### src/hw/rtl/ipsl_pkg.sv
`timescale 1ns / 1ps
`default_nettype none

package ipsl_pkg;

	// fixed point: fraction bits of gains and accumulator
	localparam int FRAC_BITS = 8;

	// field and datapath widths
	localparam int IN_W    = 16;                 // setpoint, measurement
	localparam int GAIN_W  = 16;                 // kp, ki, kd
	localparam int MAG_W   = 15;                 // out_max, i_limit
	localparam int SEP_W   = 16;                 // separation threshold
	localparam int ERR_W   = IN_W + 1;           // error
	localparam int D1_W    = ERR_W + 1;          // e - e1
	localparam int D2_W    = ERR_W + 2;          // e - 2*e1 + e2
	localparam int PI_W    = GAIN_W + ERR_W;     // ki product
	localparam int PP_W    = GAIN_W + D1_W;      // kp product
	localparam int PD_W    = GAIN_W + D2_W;      // kd product
	localparam int INC_W   = PD_W + 2;           // sum of three terms
	localparam int SUM_W   = INC_W + 1;          // accumulator plus increment
	localparam int LIM_W   = MAG_W + FRAC_BITS;  // limit in fixed point
	localparam int ACC_W   = IN_W + FRAC_BITS;   // output accumulator
	localparam int DRIVE_W = IN_W;               // drive output

	// register port
	localparam int DATA_W    = 32;
	localparam int ADDR_W    = 5;
	localparam int REG_IDX_W = 3;

	typedef logic [REG_IDX_W-1:0] reg_idx_t;

	localparam reg_idx_t REG_KP      = reg_idx_t'(0);
	localparam reg_idx_t REG_KI      = reg_idx_t'(1);
	localparam reg_idx_t REG_KD      = reg_idx_t'(2);
	localparam reg_idx_t REG_OUT_MAX = reg_idx_t'(3);
	localparam reg_idx_t REG_I_SEP   = reg_idx_t'(4);
	localparam reg_idx_t REG_I_LIMIT = reg_idx_t'(5);

	// reset values of the limit registers
	localparam logic [MAG_W-1:0] OUT_MAX_RST = {MAG_W{1'b1}};
	localparam logic [MAG_W-1:0] I_LIMIT_RST = {MAG_W{1'b1}};

endpackage

`default_nettype wire

### src/hw/rtl/incremental_pid_speed_loop_core.sv
`timescale 1ns / 1ps
`default_nettype none

// Channel   Dir  Handshake                       Word
// -------   ---  ------------------------------  -------------------------
// in        in   in_valid / in_ready             setpoint, measurement
// out       out  out_valid / out_ready           drive, saturated
// cfg       in   psel, penable, pwrite, pready   paddr, pwdata / prdata
//
// Five register stages; out_valid rises once the word reaches the fifth stage, and
// one word per cycle is sustained while out_ready stays high. The rate is set by the
// output accumulator loop, a single add and clamp in the last stage.
// arst_n clears the stage valids, the error history and the accumulator, and
// loads the register reset values. A stalled output lets the empty stages
// ahead of it keep filling; in_ready drops only when all five stages hold data.

module incremental_pid_speed_loop_core
	import ipsl_pkg::*;
(
	input  wire logic                      clk,
	input  wire logic                      arst_n,
	// input channel
	input  wire logic                      in_valid,
	output logic                           in_ready,
	input  wire logic signed [IN_W-1:0]    setpoint,
	input  wire logic signed [IN_W-1:0]    measurement,
	// output channel
	output logic                           out_valid,
	input  wire logic                      out_ready,
	output logic signed [DRIVE_W-1:0]      drive,
	output logic                           saturated,
	// register port
	input  wire logic                      psel,
	input  wire logic                      penable,
	input  wire logic                      pwrite,
	input  wire logic [ADDR_W-1:0]         paddr,
	input  wire logic [DATA_W-1:0]         pwdata,
	output logic [DATA_W-1:0]              prdata,
	output logic                           pready
);

	// configuration registers
	logic signed [GAIN_W-1:0] kp_q, ki_q, kd_q;
	logic [MAG_W-1:0]         out_max_q, i_limit_q;
	logic [SEP_W-1:0]         i_sep_q;

	reg_idx_t reg_idx;
	logic     wr_en;

	// loop state
	logic signed [ERR_W-1:0] e1_q, e2_q;
	logic signed [ACC_W-1:0] acc_q;

	// stage valids and advance terms
	logic vld_s1, vld_s2, vld_s3, vld_s4, vld_s5;
	logic rdy_s2, rdy_s3, rdy_s4, rdy_s5;

	// stage payloads
	logic signed [IN_W-1:0]  sp_s1, ms_s1;
	logic signed [ERR_W-1:0] ie_s2;
	logic signed [D1_W-1:0]  d1_s2;
	logic signed [D2_W-1:0]  d2_s2;
	logic signed [PI_W-1:0]  pi_s3;
	logic signed [PP_W-1:0]  pp_s3;
	logic signed [PD_W-1:0]  pd_s3;
	logic signed [INC_W-1:0] inc_s4;

	// stage logic
	logic signed [ERR_W-1:0] err;
	logic [ERR_W-1:0]        err_mag;
	logic                    sep;
	logic signed [D1_W-1:0]  d1;
	logic signed [D2_W-1:0]  d2;
	logic signed [PI_W-1:0]  ilim, ic;
	logic signed [SUM_W-1:0] olim, sum, sum_cl;
	logic                    sat;
	logic signed [ACC_W-1:0] acc_nx, acc_rnd;

	assign pready  = 1'b1;
	assign reg_idx = paddr[ADDR_W-1:2];
	assign wr_en   = psel && penable && pwrite && pready;

	// register writes
	always_ff @(posedge clk or negedge arst_n) begin
		if (!arst_n) begin
			kp_q      <= '0;
			ki_q      <= '0;
			kd_q      <= '0;
			out_max_q <= OUT_MAX_RST;
			i_sep_q   <= '0;
			i_limit_q <= I_LIMIT_RST;
		end else if (wr_en) begin
			unique case (reg_idx)
				REG_KP:      kp_q      <= pwdata[GAIN_W-1:0];
				REG_KI:      ki_q      <= pwdata[GAIN_W-1:0];
				REG_KD:      kd_q      <= pwdata[GAIN_W-1:0];
				REG_OUT_MAX: out_max_q <= pwdata[MAG_W-1:0];
				REG_I_SEP:   i_sep_q   <= pwdata[SEP_W-1:0];
				REG_I_LIMIT: i_limit_q <= pwdata[MAG_W-1:0];
				default: ;
			endcase
		end
	end

	// register readback
	always_comb begin
		prdata = '0;
		unique case (reg_idx)
			REG_KP:      prdata = DATA_W'($unsigned(kp_q));
			REG_KI:      prdata = DATA_W'($unsigned(ki_q));
			REG_KD:      prdata = DATA_W'($unsigned(kd_q));
			REG_OUT_MAX: prdata = DATA_W'(out_max_q);
			REG_I_SEP:   prdata = DATA_W'(i_sep_q);
			REG_I_LIMIT: prdata = DATA_W'(i_limit_q);
			default:     prdata = '0;
		endcase
	end

	// a stage takes a word when it is empty or its word moves on
	assign rdy_s5   = !vld_s5 || out_ready;
	assign rdy_s4   = !vld_s4 || rdy_s5;
	assign rdy_s3   = !vld_s3 || rdy_s4;
	assign rdy_s2   = !vld_s2 || rdy_s3;
	assign in_ready = !vld_s1 || rdy_s2;
	assign out_valid = vld_s5;

	always_ff @(posedge clk or negedge arst_n) begin
		if (!arst_n) begin
			vld_s1 <= 1'b0;
			vld_s2 <= 1'b0;
			vld_s3 <= 1'b0;
			vld_s4 <= 1'b0;
			vld_s5 <= 1'b0;
		end else begin
			if (in_ready) vld_s1 <= in_valid;
			if (rdy_s2)   vld_s2 <= vld_s1;
			if (rdy_s3)   vld_s3 <= vld_s2;
			if (rdy_s4)   vld_s4 <= vld_s3;
			if (rdy_s5)   vld_s5 <= vld_s4;
		end
	end

	// stage 2: error, differences, integral separation
	assign err     = ERR_W'(sp_s1) - ERR_W'(ms_s1);
	assign err_mag = err[ERR_W-1] ? ERR_W'(-err) : ERR_W'(err);
	assign sep     = (i_sep_q != '0) && (err_mag >= ERR_W'(i_sep_q));
	assign d1      = D1_W'(err) - D1_W'(e1_q);
	assign d2      = D2_W'(err) - (D2_W'(e1_q) <<< 1) + D2_W'(e2_q);

	// stage 4: integral clamp and increment sum
	assign ilim = {{(PI_W-LIM_W){1'b0}}, i_limit_q, {FRAC_BITS{1'b0}}};
	always_comb begin
		if (pi_s3 > ilim)
			ic = ilim;
		else if (pi_s3 < -ilim)
			ic = -ilim;
		else
			ic = pi_s3;
	end

	// stage 5: accumulate, output clamp, truncate toward zero
	assign olim = {{(SUM_W-LIM_W){1'b0}}, out_max_q, {FRAC_BITS{1'b0}}};
	assign sum  = SUM_W'(acc_q) + SUM_W'(inc_s4);
	always_comb begin
		sat    = 1'b1;
		sum_cl = sum;
		if (sum > olim)
			sum_cl = olim;
		else if (sum < -olim)
			sum_cl = -olim;
		else
			sat = 1'b0;
	end
	assign acc_nx  = sum_cl[ACC_W-1:0];
	assign acc_rnd = acc_nx[ACC_W-1] ? (acc_nx + ACC_W'({FRAC_BITS{1'b1}})) : acc_nx;

	// loop state
	always_ff @(posedge clk or negedge arst_n) begin
		if (!arst_n) begin
			e1_q  <= '0;
			e2_q  <= '0;
			acc_q <= '0;
		end else begin
			if (rdy_s2 && vld_s1) begin
				e1_q <= err;
				e2_q <= e1_q;
			end
			if (rdy_s5 && vld_s4)
				acc_q <= acc_nx;
		end
	end

	// stage payloads
	always_ff @(posedge clk) begin
		if (in_valid && in_ready) begin
			sp_s1 <= setpoint;
			ms_s1 <= measurement;
		end
		if (rdy_s2 && vld_s1) begin
			ie_s2 <= sep ? '0 : err;
			d1_s2 <= d1;
			d2_s2 <= d2;
		end
		if (rdy_s3 && vld_s2) begin
			pi_s3 <= PI_W'(ki_q) * PI_W'(ie_s2);
			pp_s3 <= PP_W'(kp_q) * PP_W'(d1_s2);
			pd_s3 <= PD_W'(kd_q) * PD_W'(d2_s2);
		end
		if (rdy_s4 && vld_s3)
			inc_s4 <= INC_W'(ic) + INC_W'(pp_s3) + INC_W'(pd_s3);
		if (rdy_s5 && vld_s4) begin
			drive     <= acc_rnd[ACC_W-1:FRAC_BITS];
			saturated <= sat;
		end
	end

	// input stalls only with every stage full and the output held
	a_full_stall: assert property (@(posedge clk) disable iff (!arst_n)
		!in_ready |-> (vld_s1 && vld_s2 && vld_s3 && vld_s4 && out_valid && !out_ready))
		else $error("input stalled with room in the pipeline");

	// error history moves only with a word leaving stage 1
	a_hist_hold: assert property (@(posedge clk) disable iff (!arst_n)
		!(rdy_s2 && vld_s1) |=> $stable(e1_q) && $stable(e2_q))
		else $error("error history changed without a word");

	// accumulator moves only with a word entering the output stage
	a_acc_hold: assert property (@(posedge clk) disable iff (!arst_n)
		!(rdy_s5 && vld_s4) |=> $stable(acc_q))
		else $error("accumulator changed without a word");

	// a clamped result sits exactly on the output limit
	a_sat_drive: assert property (@(posedge clk) disable iff (!arst_n)
		(out_valid && saturated) |->
			(drive == $signed(DRIVE_W'(out_max_q))) ||
			(drive == -$signed(DRIVE_W'(out_max_q))))
		else $error("saturated word off the output limit");

endmodule

`default_nettype wire

### config.mk
export PLATFORM = sky130hd
export DESIGN_NAME = incremental_pid_speed_loop_core
export DESIGN_NICKNAME = d
export VERILOG_FILES = /design/src/hw/rtl/ipsl_pkg.sv /design/src/hw/rtl/incremental_pid_speed_loop_core.sv
export SDC_FILE = /design/constraint.sdc
export NUM_CORES = 2
export LEC_CHECK = 0
export ABC_AREA = 0
export BUFFER_PORTS_ARGS = -buffer_cell sky130_fd_sc_hd__buf_2
export CAP_MARGIN = 20
export CORE_MARGIN = 5
export CORE_UTILIZATION = 55
export CTS_CLUSTER_DIAMETER = 120
export CTS_CLUSTER_SIZE = 8
export DETAILED_ROUTE_END_ITERATION = 10
export GPL_TIMING_DRIVEN = 0
export PLACE_DENSITY = 0.8
export SYNTH_ARGS = -nofsm -noshare
export SYNTH_HDL_FRONTEND = slang
export SYNTH_SLANG_ARGS = --single-unit
### constraint.sdc
create_clock -name clk -period 8.36 [get_ports clk]
set_input_delay 0.836 -clock clk [delete_from_list [all_inputs] [get_ports clk]]
set_output_delay 0.836 -clock clk [all_outputs]
set_load 0.005 [all_outputs]
After elaboration in Yosys (flattened, before gate mapping)
Cells that the tools add are included.
{"block": "op_classes", "n_addsub": 11, "n_mul": 3, "n_lt_le_gt_ge": 5, "n_eq_ne": 5, "n_mux": 8, "reduce_logical": 26}
{"cell": "one-hot mux 16 bit (6 select lines)", "count": 1}
{"cell": "two-way mux 33 bit", "count": 2}
{"cell": "two-way mux 24 bit", "count": 2}
{"cell": "< comparator 37 x 38 -> 1 bit", "count": 1}
{"cell": "negator 23 -> 38 bit", "count": 1}
{"cell": "adder 24 x 36 -> 37 bit", "count": 1}
{"cell": "greater-than comparator 37 x 24 -> 1 bit", "count": 1}
{"cell": "adder 35 x 35 -> 36 bit", "count": 1}
{"cell": "adder 33 x 34 -> 35 bit", "count": 1}
{"cell": "multiplier 16 x 19 -> 35 bit", "count": 1}
{"cell": "multiplier 16 x 18 -> 34 bit", "count": 1}
{"cell": "greater-than comparator 33 x 24 -> 1 bit", "count": 1}
{"cell": "< comparator 33 bit", "count": 1}
{"cell": "multiplier 16 x 17 -> 33 bit", "count": 1}
{"cell": "negator 23 -> 33 bit", "count": 1}
{"cell": "adder 24 x 8 -> 24 bit (second input constant)", "count": 1}
{"cell": "two-way mux 23 bit", "count": 1}
{"cell": "adder 19 x 17 -> 19 bit", "count": 1}
{"cell": "subtractor 17 x 18 -> 19 bit", "count": 1}
{"cell": "subtractor 17 x 17 -> 18 bit", "count": 1}
{"cell": ">= comparator 17 x 16 -> 1 bit", "count": 1}
{"cell": "two-way mux 17 bit", "count": 1}
{"cell": "negator 17 bit", "count": 1}
{"cell": "subtractor 16 x 16 -> 17 bit", "count": 1}
{"cell": "other kinds (10)", "count": 32}
{"block": "word_totals", "reg_bits": 398, "in_bits": 76, "output_inout_bits": 52, "word_cells": 84}

Depth between registers and ports, before layout
{"block": "depth", "word_depth": 7, "ltp_mapped": 42, "depth_no_buf": 41}

Worst setup path after synthesis
Ideal clock, no wire load.
{"block": "synth_path", "path_type": "register -> register", "startpoint": "register i_limit_q[0]", "endpoint": "register, netlist name inc_s4[35]", "setup_time_ps": 260, "arrival_ps": 7931, "t_required_ps": 8100, "path_slack_ps": 169, "path_stages_with_launch": 41, "path_buffers": 3, "period_less_slack_ps": 8191, "path_cell_list": "dfstp_2 -> inv_1 -> ha_1 -> nand3_1 -> or3_1 -> or3_1 -> or3_1 -> nand2b_1 -> clkbuf_1 -> nor4_1 -> xnor2_1 -> ha_1 -> a21oi_1 -> nor2b_1 -> o21ai_0 -> nand2b_1 -> a211oi_1 -> o31ai_1 -> [... 5 more ...] -> ha_1 -> inv_1 -> fa_1 -> nor2b_1 -> o21ai_0 -> a21boi_0 -> o21ai_0 -> a21boi_0 -> o21ai_0 -> a21boi_0 -> o31a_1 -> o221ai_1 -> o21ai_0 -> o41a_1 -> a211oi_1 -> o31ai_1 -> a21oi_1 -> xnor2_1"}
{"block": "synth_between", "elab_chain_cells": 6, "elab_cells_between_ends": 7, "cone_classes": "add/sub: 3; order compare: 2; mux: 2"}
{"item": "start, declared", "line_no": "incremental_pid_speed_loop_core.sv:44", "source": "logic [MAG_W-1:0] out_max_q, i_limit_q;"}
{"item": "start signal, assigned", "line_no": "incremental_pid_speed_loop_core.sv:99", "source": "REG_I_LIMIT: i_limit_q <= pwdata[MAG_W-1:0];"}
{"item": "negator 23 -> 33 bit", "line_no": "incremental_pid_speed_loop_core.sv:155, incremental_pid_speed_loop_core.sv:156"}
{"item": "< comparator 33 bit", "line_no": "incremental_pid_speed_loop_core.sv:155", "source": "else if (pi_s3 < -ilim)"}
{"item": "two-way mux 33 bit", "line_no": "incremental_pid_speed_loop_core.sv:155"}
{"item": "two-way mux 33 bit (*)", "line_no": "incremental_pid_speed_loop_core.sv:153", "source": "if (pi_s3 > ilim)"}
{"item": "adder 33 x 34 -> 35 bit (*)", "line_no": "incremental_pid_speed_loop_core.sv:210", "source": "inc_s4 <= INC_W'(ic) + INC_W'(pp_s3) + INC_W'(pd_s3);"}
{"item": "adder 35 x 35 -> 36 bit (*)", "line_no": "incremental_pid_speed_loop_core.sv:210"}
Mark *: on every way between the ends. The rest lies on a longest branch, timed or not.
A chain may end at the register's enable or synchronous reset.

Final worst setup path
{"block": "layout_path", "startpoint": "register i_limit_q[0]", "endpoint": "register inc_s4[34] (data pin)"}
{"block": "layout_between", "elab_chain_cells": 6, "elab_cells_between_ends": 7, "cone_classes": "add/sub: 3; order compare: 2; mux: 2"}
{"item": "negator 23 -> 33 bit", "line_no": "incremental_pid_speed_loop_core.sv:155, incremental_pid_speed_loop_core.sv:156"}
{"item": "< comparator 33 bit", "line_no": "incremental_pid_speed_loop_core.sv:155"}
{"item": "two-way mux 33 bit", "line_no": "incremental_pid_speed_loop_core.sv:155"}
{"item": "two-way mux 33 bit (*)", "line_no": "incremental_pid_speed_loop_core.sv:153"}
{"item": "adder 33 x 34 -> 35 bit (*)", "line_no": "incremental_pid_speed_loop_core.sv:210"}
{"item": "adder 35 x 35 -> 36 bit (*)", "line_no": "incremental_pid_speed_loop_core.sv:210"}
{"item": "end signal, assigned", "line_no": "incremental_pid_speed_loop_core.sv:210"}
{"item": "end, declared", "line_no": "incremental_pid_speed_loop_core.sv:66", "source": "logic signed [INC_W-1:0] inc_s4;"}
Marked as above.

==> impl_metrics.json <==
{
  "wl_per_cell_um": 21.83,
  "gp_congestion": 1.035,
  "cts-root-buf": "clkbuf_16",
  "ys_seq_area_frac": 0.1959,
  "slowest_delay_ns": 0.48,
  "viasPerCell": 5.766,
  "multiInputGateArea_mm2": 0.04134,
  "setup_violations": 4,
  "holdCritPathClass": "in -> async",
  "synth.distinct_cells": 90,
  "async_reset_ff_frac": 0.3945,
  "synth_xor_area_frac": 0.03643,
  "grtUsageTotal": 0.2980,
  "crit_required_ns": 8.74,
  "synth_top_area_frac": 0.3242,
  "drive_gt1_frac": 0.07312,
  "dp_hpwl_mm": 136.0,
  "violations": "setup timing",
  "antenna_left": 0,
  "ys_ff_latch": 398,
  "fp-row-count": 118,
  "synth_edf_count": 241,
  "dp_cells": 7459,
  "drt-total-wl_mm": 166.3,
  "ff2ff_path_depth": 35,
  "cts_buffer_depth": 3,
  "max_freq_mhz": 116.9,
  "clkSinkCount": 398,
  "holdWs_ns": 0.1081,
  "post-synth-top-count-cell": "inv_1",
  "grt_overflow": 0,
  "reg2reg_slack_ns": -0.19,
  "post_dp_cell_area_mm2": 0.05958,
  "io_pins": 128,
  "drc": 0,
  "synth_common_cells": "inv_1 (1118), fa_1 (926), nand2_1 (746), ha_1 (478), and2_1 (346)",
  "crit_top_cell": "or3_4",
  "place.port_buffers": 91,
  "fin_area_mm2": 0.06216,
  "post-route-period-util": 1.023,
  "finalClockSkew_ns": 0.03335,
  "worst_setup_path_end_kind": "flip-flop",
  "cap_violations": 0,
  "timing.rr.end": "inc_s4[34]",
  "fin_cells": 7619,
  "critPathKind": "reg -> reg",
  "synth_cells": 5964,
  "finalCriticalPeriod_ns": 8.552,
  "worst_pin_slew_ns": 1.192,
  "core_area_mm2": 0.1033,
  "synth_fa_ha_area_frac": 0.4287,
  "first_global_vias": 44990,
  "cp_max_fo": 6,
  "syn_avg_cell_area_um2": 9.589,
  "grt_pass1_wl_mm": 256.2,
  "synth-simple-area-share": 0.1446,
  "start_util": 0.5534,
  "finalMaxSlewViolations": 0,
  "drtIter0Drc": 4006,
  "die_area_mm2": 0.1105,
  "synth.area.top_cells": "fa_1 (32%), edfxtp_1 (13%), ha_1 (10%)",
  "antenna_found_initial": 10,
  "status": "finished, violations left",
  "regArea_mm2": 0.01120,
  "grt_setup_unrepaired": "yes",
  "r2r_start": "i_limit_q[0]",
  "worstPathArrival_ns": 8.93,
  "h-tree-depth": 2,
  "route.vias.total": 43930,
  "synth_top_area_cell": "fa_1",
  "synth_top_family_by_area": "adder cells",
  "synth_area_mm2": 0.05719,
  "dr.pass1.iters": 6,
  "synth_compound_area_frac": 0.08609,
  "nNetsFinal": 7670,
  "fillCellCount": 8541,
  "fin_ws_ns": -0.1920,
  "clk-insertion-delay-late_ns": 0.64,
  "clk_pin_slew_ns": 0.06,
  "relSlewSlack": 0.1998,
  "ys.flop_type": "edfxtp_1",
  "syn_to_final_growth_pct": 8.699,
  "startpoint_type": "flip-flop",
  "ys_warn_count": 0,
  "die_height_um": 332.5,
  "fp.dieW_um": 332.5,
  "cts_buffers": 55,
  "crit_slowest_cell": "or3_4",
  "grt_max_degree": 113,
  "hold_violations": 0,
  "cts_tree": "done",
  "synthMuxAreaShare": 0.01768
}
-- worst max-delay path: cells and delay by family (launching register included) --
| kind | cells | cell delay [ns] |
|---|---|---|
| compound gates | 16 | 3.42 |
| simple gates | 11 | 2.55 |
| fa+ha+maj | 3 | 1.11 |
| buf+inv | 4 | 0.48 |
| flops | 1 | 0.38 |
| xor+xnor | 1 | 0.37 |
-- area by class of cell --
type,count,area share
multi-input combinational,4228,0.6650
sequential,398,0.1802
inverter,1121,0.06781
tap,1380,0.02778
clock buffer,100,0.02502
timing repair buffer,164,0.01787
buffer,222,0.01538
clock inverter,3,0.0007850
antenna,3,0.0001208
-- metrics by stage --
step                setup slack, ns  TNS [ns]    util
finish                      -0.1920   -0.5544  0.6015
floorplan                    0.1691         0       -
global route                -0.3575    -1.507  0.6014
detailed placement           -2.248    -23.37  0.5765
CTS                         -0.1026   -0.1048  0.5980
global placement             -2.201    -21.67  0.5750
-- worst max path at each step --
stage                     slack [ns]  depth (start not counted)         end          from
after global routing           -0.36                         40  inc_s4[33]  i_limit_q[1]
after CTS                      -0.10                         39  inc_s4[33]  i_limit_q[2]
final                          -0.19                         35  inc_s4[34]  i_limit_q[0]
after floorplan                 0.17                         40  inc_s4[35]  i_limit_q[0]
after global placement         -2.20                         38  inc_s4[33]  i_limit_q[1]
after detailed placement       -2.25                         40  inc_s4[33]  i_limit_q[1]
-- placed cells by master (no fill, tap or decap), drive strengths merged, types with 20 or more instances in the layout --
| master | synthesis | layout |
|---|---|---|
| nor4 | 20 | 20 |
| nor2 | 229 | 229 |
| a21o | 58 | 58 |
| mux2i | 29 | 29 |
| o21bai | 23 | 23 |
| a211oi | 22 | 22 |
| fa | 926 | 926 |
| edfxtp | 241 | 241 |
| ha | 478 | 478 |
| dfrtp | 127 | 127 |
| o21a | 73 | 73 |
| a31oi | 21 | 21 |
| nor3 | 58 | 58 |
| nand3 | 53 | 53 |
| nand2b | 98 | 98 |
| xnor2 | 182 | 182 |
| nand2 | 746 | 746 |
| nor2b | 40 | 40 |
| mux2 | 58 | 58 |
| or3 | 39 | 39 |
| nand4 | 27 | 27 |
| xor2 | 55 | 55 |
| inv | 1121 | 1124 |
| dfstp | 30 | 30 |
| buf | 40 | 201 |
| a21oi | 171 | 171 |
| clkbuf | 192 | 284 |
| and2 | 346 | 346 |
| and3 | 22 | 22 |
| o21ai | 213 | 213 |
| a21boi | 24 | 24 |
-- cells by family after synthesis --
logic type / Yosys count
AOI/OAI and AO/OA: 759
xor gates and xnor gates: 237
adders and majority gates: 1404
buffers and inverters: 1353
DFF: 398
muxes: 90
other: 2
and+or+nand+nor: 1721
-- flip-flops by register name, summed over array words and instances, names as in the netlist, 16 cells and up --
| name | flops |
|---|---|
| e1_q | 17 |
| kd_q | 16 |
| ki_q | 16 |
| acc_q | 24 |
| ie_s2 | 17 |
| inc_s4 | 36 |
| sp_s1 | 16 |
| drive | 16 |
| i_sep_q | 16 |
| pd_s3 | 35 |
| pi_s3 | 33 |
| ms_s1 | 16 |
| e2_q | 17 |
| d2_s2 | 19 |
| kp_q | 16 |
| pp_s3 | 34 |
| d1_s2 | 18 |
-- routing by layer --
layer  up-vias  routed length (um)  track usage
li1      19330                   -            -
met1     21850               63750       0.3948
met2      2196               73890       0.4575
met3       546               16840      0.06807
met4         6               11770       0.1652
met5         -                  42            0
-- what timing repair did --
item                                   4_1_cts  5_1_grt
endpoints found under the hold margin        0        0
resized for setup                           69       59
setup endpoints to repair                   25       22
buffers inserted                            43       24
hold buffers                                 0        0
pin swaps                                   23       45
Power is not shown: default switching activity piles up to over one toggle a cycle in this logic, so the estimate is an artifact.
